`src/sv/mtws_pkg.sv`:
```
// Package for the multi-task watchdog supervisor.
// Holds slot sizing, register indexes, item mode codes and the time-store request type.
// No dependencies.
package mtws_pkg;

	localparam int TASK_SLOTS = 8;
	localparam int SLOT_W     = (TASK_SLOTS > 1) ? $clog2(TASK_SLOTS) : 1;
	localparam int CNT_W      = $clog2(TASK_SLOTS + 1);
	localparam int TIME_W     = 32;
	localparam int NUM_PAIRS  = 4;
	localparam int NUM_IVL    = 2 * NUM_PAIRS;
	localparam int CFG_IDX_W  = 3;
	localparam int CFG_DATA_W = 64;
	localparam int TCOUNT_W   = 4;

	// Configuration register indexes
	localparam logic [CFG_IDX_W-1:0] CFG_TASK_COUNT = 3'd0;
	localparam logic [CFG_IDX_W-1:0] CFG_IVL_PAIR_0 = 3'd1;
	localparam logic [CFG_IDX_W-1:0] CFG_IVL_PAIR_3 = 3'd4;

	// Input item modes
	localparam logic MODE_CHECKIN = 1'b0;
	localparam logic MODE_UPDATE  = 1'b1;

	typedef logic [SLOT_W-1:0] slot_t;
	typedef logic [TIME_W-1:0] time_t;

	// Request from the sequencer to the check-in time store
	typedef struct packed {
		logic  wr_en;
		slot_t wr_addr;
		time_t wr_data;
		logic  rd_en;
		slot_t rd_addr;
	} mem_req_t;

endpackage

```
`src/sv/mtws_time_mem.sv`:
```
// Check-in time store: one synchronous memory of TASK_SLOTS entries, registered read.
// Per-entry valid bits make unwritten entries read as zero after reset.
// Depends on mtws_pkg.
module mtws_time_mem import mtws_pkg::*; (
	input  logic     clk,
	input  logic     arst_n,
	input  mem_req_t req,
	output time_t    rd_data
);

	time_t                 mem [TASK_SLOTS];
	logic [TASK_SLOTS-1:0] vld_q;
	time_t                 data_s1;
	logic                  vld_s1;

	// Write and read the array
	always_ff @(posedge clk) begin
		if (req.wr_en) begin
			mem[req.wr_addr] <= req.wr_data;
		end
		if (req.rd_en) begin
			data_s1 <= mem[req.rd_addr];
		end
	end

	// Track written entries
	always_ff @(posedge clk or negedge arst_n) begin
		if (!arst_n) begin
			vld_q  <= '0;
			vld_s1 <= 1'b0;
		end else begin
			if (req.wr_en) begin
				vld_q[req.wr_addr] <= 1'b1;
			end
			if (req.rd_en) begin
				vld_s1 <= vld_q[req.rd_addr];
			end
		end
	end

	// Mask entries never written since reset
	assign rd_data = vld_s1 ? data_s1 : '0;

endmodule

```
`src/sv/multi_task_watchdog_supervisor.sv`:
```
// Multi-task watchdog supervisor: task check-ins and periodic overdue scans.
// A check-in request gives no result; the next request may follow at once.
// An update scans the n active slots one per cycle, then registers its result from the done
// state (straight from acceptance when n is 0); the next request is taken once it is loaded.
// Reset: all intervals and the task count zero, all tasks healthy, check-in times zero.
// Depends on mtws_pkg and mtws_time_mem.
module multi_task_watchdog_supervisor import mtws_pkg::*; (
	input  logic                  clk,
	input  logic                  arst_n,
	input  logic                  in_valid,
	output logic                  in_stall,
	input  logic                  mode,
	input  logic [2:0]            task_id,
	input  logic [31:0]           time_ms,
	output logic                  out_valid,
	input  logic                  out_stall,
	output logic                  feed,
	output logic [2:0]            fail_slot,
	output logic [7:0]            unhealthy_mask,
	input  logic                  cfg_valid,
	output logic                  cfg_ready,
	input  logic [CFG_IDX_W-1:0]  cfg_index,
	input  logic [CFG_DATA_W-1:0] cfg_data
);

	localparam logic [1:0] ST_IDLE = 2'd0;
	localparam logic [1:0] ST_SCAN = 2'd1;
	localparam logic [1:0] ST_DONE = 2'd2;

	logic [1:0]            state_q;
	logic [TCOUNT_W-1:0]   task_count_q;
	time_t                 ivl_q [NUM_IVL];
	logic [TASK_SLOTS-1:0] healthy_q;
	slot_t                 last_failed_q;
	time_t                 update_time_q;
	logic                  fail_q;
	slot_t                 rd_idx_q;
	logic                  issue_q;
	logic                  cmp_vld_s1;
	logic                  cmp_last_s1;
	slot_t                 idx_s1;
	logic                  out_valid_q;
	logic                  feed_q;
	logic [2:0]            failed_q;
	logic [7:0]            mask_q;

	logic [CNT_W-1:0]      n_eff;
	slot_t                 n_last;
	logic                  in_acc;
	logic                  do_checkin;
	logic                  start_update;
	logic                  overdue;
	logic                  out_load;
	logic [7:0]            mask_now;
	time_t                 ckt;
	time_t                 elapsed;
	mem_req_t              mreq;
	logic [CFG_IDX_W-1:0]  pair_idx;

	// Clamp the task count to the slot count
	always_comb begin
		if (task_count_q > TCOUNT_W'(TASK_SLOTS)) begin
			n_eff = CNT_W'(TASK_SLOTS);
		end else begin
			n_eff = CNT_W'(task_count_q);
		end
	end
	assign n_last = SLOT_W'(n_eff - CNT_W'(1));

	assign cfg_ready    = 1'b1;
	assign in_stall     = (state_q != ST_IDLE);
	assign in_acc       = in_valid && !in_stall;
	assign do_checkin   = in_acc && (mode == MODE_CHECKIN)
		&& ({{(CNT_W > 3 ? CNT_W - 3 : 0){1'b0}}, task_id} < n_eff);
	assign start_update = in_acc && (mode == MODE_UPDATE);

	// Drive the time store: check-ins write, the scan reads
	always_comb begin
		mreq.wr_en   = do_checkin;
		mreq.wr_addr = SLOT_W'(task_id);
		mreq.wr_data = update_time_q;
		mreq.rd_en   = (state_q == ST_SCAN) && issue_q;
		mreq.rd_addr = rd_idx_q;
	end

	mtws_time_mem u_time_mem (
		.clk     (clk),
		.arst_n  (arst_n),
		.req     (mreq),
		.rd_data (ckt)
	);

	// Compare the wrapping elapsed time against the slot interval
	assign elapsed = update_time_q - ckt;
	assign overdue = cmp_vld_s1 && (elapsed > ivl_q[idx_s1]);

	// Build the unhealthy mask from the flags
	always_comb begin
		mask_now = '0;
		for (int i = 0; i < TASK_SLOTS && i < 8; i++) begin
			mask_now[i] = ~healthy_q[i];
		end
	end

	assign out_load = (state_q == ST_DONE) && (!out_valid_q || !out_stall);

	// Write configuration registers
	assign pair_idx = cfg_index - CFG_IVL_PAIR_0;
	always_ff @(posedge clk or negedge arst_n) begin
		if (!arst_n) begin
			task_count_q <= '0;
			for (int i = 0; i < NUM_IVL; i++) begin
				ivl_q[i] <= '0;
			end
		end else if (cfg_valid && cfg_ready) begin
			case (cfg_index) inside
				CFG_TASK_COUNT: begin
					task_count_q <= cfg_data[TCOUNT_W-1:0];
				end
				[CFG_IVL_PAIR_0:CFG_IVL_PAIR_3]: begin
					for (int p = 0; p < NUM_PAIRS; p++) begin
						if (pair_idx == CFG_IDX_W'(p)) begin
							ivl_q[2*p]     <= cfg_data[TIME_W-1:0];
							ivl_q[2*p + 1] <= cfg_data[2*TIME_W-1:TIME_W];
						end
					end
				end
				default: begin
				end
			endcase
		end
	end

	// Sequence check-ins, scans and result hand-off
	always_ff @(posedge clk or negedge arst_n) begin
		if (!arst_n) begin
			state_q       <= ST_IDLE;
			healthy_q     <= '1;
			last_failed_q <= '0;
			update_time_q <= '0;
			fail_q        <= 1'b0;
			rd_idx_q      <= '0;
			issue_q       <= 1'b0;
			cmp_vld_s1    <= 1'b0;
			cmp_last_s1   <= 1'b0;
			idx_s1        <= '0;
		end else begin
			cmp_vld_s1  <= 1'b0;
			cmp_last_s1 <= 1'b0;
			case (state_q)
				ST_IDLE: begin
					if (do_checkin) begin
						healthy_q[SLOT_W'(task_id)] <= 1'b1;
					end
					if (start_update) begin
						update_time_q <= time_ms;
						fail_q        <= 1'b0;
						rd_idx_q      <= '0;
						if (n_eff == '0) begin
							state_q <= ST_DONE;
						end else begin
							issue_q <= 1'b1;
							state_q <= ST_SCAN;
						end
					end
				end
				ST_SCAN: begin
					// advance the read pointer
					if (issue_q) begin
						cmp_vld_s1  <= 1'b1;
						idx_s1      <= rd_idx_q;
						cmp_last_s1 <= (rd_idx_q == n_last);
						if (rd_idx_q == n_last) begin
							issue_q <= 1'b0;
						end else begin
							rd_idx_q <= rd_idx_q + SLOT_W'(1);
						end
					end
					// mark overdue slots; later slots overwrite the failed index
					if (overdue) begin
						healthy_q[idx_s1] <= 1'b0;
						fail_q            <= 1'b1;
						last_failed_q     <= idx_s1;
					end
					if (cmp_last_s1) begin
						state_q <= ST_DONE;
					end
				end
				ST_DONE: begin
					if (out_load) begin
						state_q <= ST_IDLE;
					end
				end
				default: begin
					state_q <= ST_IDLE;
				end
			endcase
		end
	end

	// Hold the result until it is taken
	always_ff @(posedge clk or negedge arst_n) begin
		if (!arst_n) begin
			out_valid_q <= 1'b0;
		end else if (out_load) begin
			out_valid_q <= 1'b1;
		end else if (!out_stall) begin
			out_valid_q <= 1'b0;
		end
	end

	always_ff @(posedge clk) begin
		if (out_load) begin
			feed_q   <= ~fail_q;
			failed_q <= 3'(last_failed_q);
			mask_q   <= mask_now;
		end
	end

	assign out_valid      = out_valid_q;
	assign feed           = feed_q;
	assign fail_slot      = failed_q;
	assign unhealthy_mask = mask_q;

	// The scan compare only runs inside a scan
	a_cmp_in_scan: assert property (@(posedge clk) disable iff (!arst_n)
		cmp_vld_s1 |-> (state_q == ST_SCAN))
		else $error("compare outside of scan");

	// The scan never touches an inactive slot
	a_cmp_active: assert property (@(posedge clk) disable iff (!arst_n)
		cmp_vld_s1 |-> ({{(CNT_W - SLOT_W){1'b0}}, idx_s1} < n_eff))
		else $error("scan reached an inactive slot");

	// A new result only comes out of the done state
	a_result_src: assert property (@(posedge clk) disable iff (!arst_n)
		$rose(out_valid_q) |-> $past(state_q == ST_DONE))
		else $error("result without a finished scan");

	// An update with no active tasks finishes at once
	a_empty_update: assert property (@(posedge clk) disable iff (!arst_n)
		(start_update && (n_eff == '0)) |=> (state_q == ST_DONE))
		else $error("empty update did not finish");

endmodule
```
`config.mk`:
```
export PLATFORM = sky130hd
export DESIGN_NAME = multi_task_watchdog_supervisor
export DESIGN_NICKNAME = d
export VERILOG_FILES = /design/src/sv/mtws_pkg.sv /design/src/sv/mtws_time_mem.sv /design/src/sv/multi_task_watchdog_supervisor.sv
export SDC_FILE = /design/constraint.sdc
export NUM_CORES = 1
export LEC_CHECK = 0
export BUFFER_PORTS_ARGS = -buffer_cell sky130_fd_sc_hd__buf_2
export CAP_MARGIN = 25
export CORE_ASPECT_RATIO = 1.4
export CORE_MARGIN = 5
export CORE_UTILIZATION = 55
export CTS_CLUSTER_SIZE = 20
export DETAILED_ROUTE_END_ITERATION = 10
export GPL_ROUTABILITY_DRIVEN = 0
export GPL_TIMING_DRIVEN = 0
export PLACE_DENSITY = 0.72
export SLEW_MARGIN = 30
export SYNTH_ARGS = -nofsm -noshare
export SYNTH_HDL_FRONTEND = slang
export SYNTH_SLANG_ARGS = --single-unit
```
`constraint.sdc`:
```
create_clock -name clk -period 5.3 [get_ports clk]
set_input_delay 1.59 -clock clk [delete_from_list [all_inputs] [get_ports clk]]
set_output_delay 1.59 -clock clk [all_outputs]
set_load 0.005 [all_outputs]
```
==> impl_metrics.env, run 1 <==
export IMPL_status="complete, no violations"
export IMPL_max_stage_delay_ns=0.52
export IMPL_multi_input_area_mm2=0.009774
export IMPL_synth_edf_count=300
export IMPL_path_common_cell="nand4_1"
export IMPL_synthCells=1825
export IMPL_hpwl_um=48880
export IMPL_firstDrtPassIters=5
export IMPL_p_leak_nw=12.46
export IMPL_synth_top_flop_cell="dfrtp_1"
export IMPL_fin_crit_sh=0.9592
export IMPL_drv_slew=0
export IMPL_portBuffers=121
export IMPL_drt_iter0_markers=1213
export IMPL_total_power_mw=19.53
export IMPL_powerDensity_mw_per_mm2=624.3
export IMPL_synth_xor_area_frac=0.009942
export IMPL_synth_area_mm2=0.02731
export IMPL_die_area_mm2=0.05428
export IMPL_worst_setup_path_type="flip-flop to flip-flop"
export IMPL_tns_ns=0
export IMPL_vias=16800
export IMPL_initial_utilization=0.5559
export IMPL_clk_pin_slew_ns=0.06
export IMPL_ys_warn_count=0
export IMPL_grt_pass1_wl_um=106800
export IMPL_worstSetupStartpointType="flip-flop"
export IMPL_cts_tree="yes"
export IMPL_grt_pass1_vias=17540
export IMPL_post_cts_setup_buffers=0
export IMPL_dp_slack_ns=-0.6775
export IMPL_yosys_area_share_simple=0.05942
export IMPL_clk_latency_ns=0.63
export IMPL_worst_path_buf_inv=2
export IMPL_synthToLayoutAreaGrowth_pct=14.57
export IMPL_synth_cell_types=75
export IMPL_die_w_um=198.3
export IMPL_final_common_cell="dfrtp_1"
export IMPL_cts_resized=10
export IMPL_clock_skew_ns=0.03096
export IMPL_ios=123
export IMPL_core_area_mm2=0.04913
export IMPL_maxCapViolCount=0
export IMPL_fmax_mhz=196.7
export IMPL_fill_cells=3587
export IMPL_setup_viol=0
export IMPL_hold_viol=0
export IMPL_grt_max_degree=91
export IMPL_avgSynthCellArea_um2=14.96
export IMPL_rows=96
export IMPL_antenna_found_initial=10
export IMPL_peakVddDrop_uv=342.3
export IMPL_clk_path_buf_depth=3
export IMPL_layout_cell_area_non_filler_mm2=0.03129
export IMPL_crit_arrival_ns=5.58
export IMPL_synth_nets=2005
export IMPL_critPathSlowestCell="dfrtp_1"
export IMPL_ys_seq_area_frac=0.6280
export IMPL_synth_top_family_by_area="multiplexers"
export IMPL_worst_slew_pin_slew_ns=1.134
export IMPL_ant_nets=0
export IMPL_place_area_mm2=0.02930
export IMPL_register_area_mm2=0.01715
export IMPL_cp_max_fo=10
export IMPL_worst_slack_ns=0.2164
export IMPL_crit_chain="clkbuf_2, nand2_1, fa_1, a21oi_1, nor2_1, o311ai_1, nand4_1, a21boi_1, o21ai_0, xor2_1, ha_1, nand4_1, nor3_1, a221oi_1, o21ai_0, nand4_1, o21ai_2, clkbuf_4, mux2_2"
export IMPL_wl_per_cell_um=25.63
export IMPL_finalNetCount=2211
export IMPL_relSlewSlack=0.2439
export IMPL_synth_compound_area_frac=0.07436
export IMPL_required_ns=5.79
export IMPL_final_cell_mix="dfrtp_1, edfxtp_1, mux2_2"
export IMPL_critPathCaptureType="flip-flop"
export IMPL_drive_above_1_share=0.3264
export IMPL_period_minus_slack_ns=5.084
export IMPL_synth_seq_cells=625
export IMPL_drt_wl_total_um=69800
export IMPL_groute_usage_overall=0.2609
export IMPL_grt_ovfl_total=0
export IMPL_cp_top_family="compound AO/OA/AOI/OAI gates"
export IMPL_vias_per_cell=6.170
export IMPL_hold_buffers=0
export IMPL_synth_area_mux_share=0.1768
export IMPL_die_y_um=273.7
export IMPL_hold_class="flip-flop to flip-flop"
export IMPL_drcViolationCount=0
export IMPL_cts_buffers=58
export IMPL_async_flop_share=0.5200
export IMPL_clock_sinks=625
export IMPL_synthAdderAreaFrac=0.03326
export IMPL_htree_levels=2
export IMPL_clockRootBuffer="clkbuf_16"
stage by stage:
step / hold WS [ns] / utilization / cells
floorplan: 0.4211 / - / 1825
global placement: 0.4325 / 0.5845 / 2583
detailed placement: 0.4343 / 0.5964 / 2608
CTS: 0.4515 / 0.6360 / 2717
global route: 0.4665 / 0.6369 / 2722
finish: 0.4602 / 0.6369 / 2723
synthesized netlist by cell type, drive strengths merged (16+ instances only):
cell type  count  area, um^2
dfrtp        317        7933
edfxtp       300        9009
mux2         295        3322
nand2        175       656.9
ha            71       888.4
a22oi         67       503.0
mux4          66        1486
clkbuf        63       237.7
a21oi         47       254.0
and3          36       225.2
a221oi        34       297.8
buf           32       157.6
nor2          32       122.6
a22o          31       271.5
o21ai         27       138.9
inv           26       97.59
nand3         17       85.08
nand4         17       106.4
xnor2         17       148.9
nor3          16       90.09
power by group:
group	internal, mW	switching (mW)
logic	3.41	4.59
registers	6.49	0.804
clock network	2.44	1.80
per-layer routing:
layer  vias to the layer above  share of wire  track usage  wire [um]
met5                         -        0.00050            0         35
met4                         6          0.038      0.09699       2652
met3                       157          0.054      0.04149       3775
met2                       556           0.52       0.4522      36270
met1                      8677           0.39       0.3322      27070
li1                       7404              -            -          -
flip-flops by register name, indices dropped and copies added (netlist names), 4 cells and up:
| name | count |
|---|---|
| ivl_q | 256 |
| u_time_mem.mem | 256 |
| u_time_mem.data_s1 | 32 |
| update_time_q | 32 |
| healthy_q | 8 |
| u_time_mem.vld_q | 8 |
| unhealthy_mask | 8 |
| task_count_q | 4 |
path summary, 6_finish.rpt:
path | from | end | slack (ns) | depth (start not counted)
setup / recovery | u_time_mem.vld_s1 | last_failed_q[1] | 0.22 | 19
hold / removal | last_failed_q[2] | fail_slot[2] | 0.46 | 0
setup reg to reg | u_time_mem.vld_s1 | last_failed_q[1] | 0.22 | 19
hold reg to reg | last_failed_q[2] | fail_slot[2] | 0.46 | 0
max in group asynchronous | arst_n | update_time_q[10] | 2.66 | 4
min in group asynchronous | arst_n | ivl_q[54] | 0.93 | 1
logic make-up (layout without fill, tap and decap cells):
logic type      Yosys count  count (layout)
compound gates          270             270
simple gates            342             342
other cells               1               7
mux                     363             363
flops                   625             625
buf+inv                 121             376
fa+ha+maj                72              72
xor+xnor                 31              31
layout make-up:
cell class              instances  area share
diodes                          6   0.0004798
plain buffers                  94     0.01284
clock buffers                  77     0.05062
clock inverters                32     0.01084
inverters                      26    0.003199
multi-input cells            1079      0.3124
flip-flops and latches        625      0.5481
well taps                     637     0.02547
repair buffers                147     0.03603
(Power assumes the default switching activity.)
==> inputs of run 2 (changes only) <==
--- a/config.mk
+++ b/config.mk
@@ -5,6 +5,7 @@
 export SDC_FILE = /design/constraint.sdc
 export NUM_CORES = 1
 export LEC_CHECK = 0
+export ABC_AREA = 1
 export BUFFER_PORTS_ARGS = -buffer_cell sky130_fd_sc_hd__buf_2
 export CAP_MARGIN = 25
 export CORE_ASPECT_RATIO = 1.4
==> impl_metrics.env, run 2 <==
export IMPL_max_stage_delay_ns=0.75
export IMPL_grt_pass1_wl_um=127700
export IMPL_instances_no_fill=3717
export IMPL_initial_utilization=0.5556
export IMPL_synth_edf_count=300
export IMPL_fmax_mhz=221.4
export IMPL_die_y_um=275.9
export IMPL_worstSetupStartpointType="flip-flop"
export IMPL_peakVddDrop_uv=401.1
export IMPL_crit_arrival_ns=5.02
export IMPL_final_util=0.6312
export IMPL_synth_area_mm2=0.02778
export IMPL_grt_ovfl_total=0
export IMPL_grt_pass1_vias=22600
export IMPL_clock_sinks=625
export IMPL_fin_crit_sh=0.8521
export IMPL_synth_largest_area_cell="edfxtp_1"
export IMPL_hold_class="flip-flop to flip-flop"
export IMPL_critPathCaptureType="flip-flop"
export IMPL_finalNetCount=3205
export IMPL_placed_cells=3609
export IMPL_die_w_um=199.9
export IMPL_clk_latency_ns=0.64
export IMPL_hold_buffers=0
export IMPL_rsz0062_at_grt="false"
export IMPL_relSlewSlack=0.2159
export IMPL_final_cell_mix="nand2_1, o21ai_0, dfrtp_1"
export IMPL_avgSynthCellArea_um2=9.806
export IMPL_synth_area_mux_share=0
export IMPL_post_cts_setup_buffers=0
export IMPL_drcViolationCount=0
export IMPL_fill_cells=4019
export IMPL_synth_top_area_share=0.3243
export IMPL_cts_buffers=57
export IMPL_netlist_top_cells_area="edfxtp_1, dfrtp_1, nand2_1"
export IMPL_synth_xor_area_frac=0.008512
export IMPL_hold_viol=0
export IMPL_cp_max_fo=10
export IMPL_antenna_found_initial=0
export IMPL_required_ns=5.80
export IMPL_drt_wl_total_um=84240
export IMPL_rows=97
export IMPL_vias_per_cell=6.008
export IMPL_synthCells=2833
export IMPL_clock_skew_ns=0.03606
export IMPL_groute_usage_overall=0.3041
export IMPL_ant_nets=0
export IMPL_crit_cells=16
export IMPL_cp_top_family="buffers and inverters"
export IMPL_synthAdderAreaFrac=0.03270
export IMPL_n_antenna_cell=0
export IMPL_crit_chain="inv_1, nand3_2, inv_2, clkbuf_1, a22oi_1, nand4_1, inv_1, ha_1, nand4_1, nor3_1, nand3_1, nor2_1, nor2_1, nand2_2, buf_4, o21ai_0"
export IMPL_setup_viol=0
export IMPL_layout_cell_area_non_filler_mm2=0.03156
export IMPL_ys_warn_count=0
export IMPL_hpwl_um=60400
export IMPL_synth_cell_types=48
export IMPL_worst_slew_pin_slew_ns=1.176
export IMPL_yosys_area_share_simple=0.1553
export IMPL_ios=123
export IMPL_ys_seq_area_frac=0.6174
export IMPL_clk_pin_slew_ns=0.06
export IMPL_grt_max_degree=89
export IMPL_synth_nets=3013
export IMPL_cts_tree="yes"
export IMPL_drv_slew=0
export IMPL_synthToLayoutAreaGrowth_pct=13.61
export IMPL_clk_path_buf_depth=3
export IMPL_firstDrtPassIters=6
export IMPL_place_area_mm2=0.02959
export IMPL_critPathSlowestCell="clkbuf_1"
export IMPL_holdPathStages=1
export IMPL_async_flop_share=0.5200
export IMPL_total_power_mw=11.16
export IMPL_worst_setup_path_type="flip-flop to flip-flop"
export IMPL_vias=22330
export IMPL_portBuffers=121
export IMPL_drt_iter0_markers=2196
export IMPL_drive_above_1_share=0.1044
export IMPL_htree_levels=2
export IMPL_top_regs="ivl_q x256, u_time_mem.mem x256"
export IMPL_final_common_cell="nand2_1"
export IMPL_synth_top_flop_cell="dfrtp_1"
export IMPL_yosysMostFrequentCell="nand2_1"
export IMPL_powerDensity_mw_per_mm2=353.6
export IMPL_core_area_mm2=0.05000
export IMPL_reg2regPathDepth=16
export IMPL_die_area_mm2=0.05517
export IMPL_status="complete, no violations"
export IMPL_p_leak_nw=14.35
export IMPL_wl_per_cell_um=22.66
export IMPL_worst_path_buf_inv=5
export IMPL_synth_seq_cells=625
export IMPL_cts_resized=0
export IMPL_synthTopCellsByCount="nand2_1, o21ai_0, dfrtp_1, edfxtp_1, nor2_1"
export IMPL_period_minus_slack_ns=4.516
export IMPL_synth_top_family_by_area="simple AND/OR/NAND/NOR gates"
export IMPL_clockRootBuffer="clkbuf_16"
export IMPL_maxCapViolCount=0
export IMPL_synth_compound_area_frac=0.1364
==> run 2: cell type report <==
type / count / area, um^2 / share of cell area
inverter: 203 / 762.0 / 0.02414
clock buffer: 76 / 1633 / 0.05173
tap: 643 / 804.5 / 0.02549
buffer: 145 / 614.3 / 0.01946
sequential: 625 / 17150 / 0.5434
clock inverter: 32 / 337.8 / 0.01070
multi-input combinational: 1860 / 9315 / 0.2951
timing repair buffer: 133 / 945.9 / 0.02997
==> run 2: cells by family (layout without fill, tap and decap cells) <==
family / Yosys count / in the layout
and+or+nand+nor: 1080 / 1080
adders and majority gates: 72 / 72
DFF: 625 / 625
xor gates and xnor gates: 27 / 27
other: 1 / 1
buffers and inverters: 348 / 589
AOI/OAI and AO/OA: 680 / 680
==> run 2: routing by layer <==
metal	wire length, um	global-route usage	vias up
li1	-	-	10060
met1	29220	0.3523	10830
met2	42140	0.5224	1101
met3	6405	0.05038	352
met4	6475	0.1933	0
met5	0	0	-
==> run 2: path summary, 6_finish.rpt <==
check	startpoint	to	slack, ns
worst max-delay path	idx_s1[1]	fail_q	0.78
worst min-delay path	u_time_mem.vld_q[0]	u_time_mem.vld_q[0]	0.47
worst max register to register	idx_s1[1]	fail_q	0.78
worst min register to register	u_time_mem.vld_q[0]	u_time_mem.vld_q[0]	0.47
max in group asynchronous	arst_n	healthy_q[2]	3.04
min in group asynchronous	arst_n	ivl_q[247]	0.94
==> run 2: power by group <==
| part | total, mW | switching, mW | internal [mW] |
|---|---|---|---|
| registers | 5.89 | 0.317 | 5.57 |
| logic | 0.967 | 0.587 | 0.380 |
| clock network | 4.30 | 1.88 | 2.43 |
==> run 2: worst register-to-register path, delay by kind of cell, from the launching register on <==
family	cells	cell delay, ns
buf+inv	5	1.73
simple gates	8	1.66
flops	1	0.45
fa+ha+maj	1	0.31
compound gates	2	0.24
==> run 2: per-stage QoR <==
stage / hold slack (ns) / setup TNS (ns) / setup slack [ns]
6_report: 0.4714 / 0 / 0.7837
5_1_grt: 0.4837 / 0 / 0.3968
4_1_cts: 0.4711 / 0 / 0.8821
3_5_place_dp: 0.4482 / 0 / 0.8896
3_3_place_gp: 0.4457 / -1078.60 / -3.360
2_1_floorplan: 0.4253 / 0 / 1.261
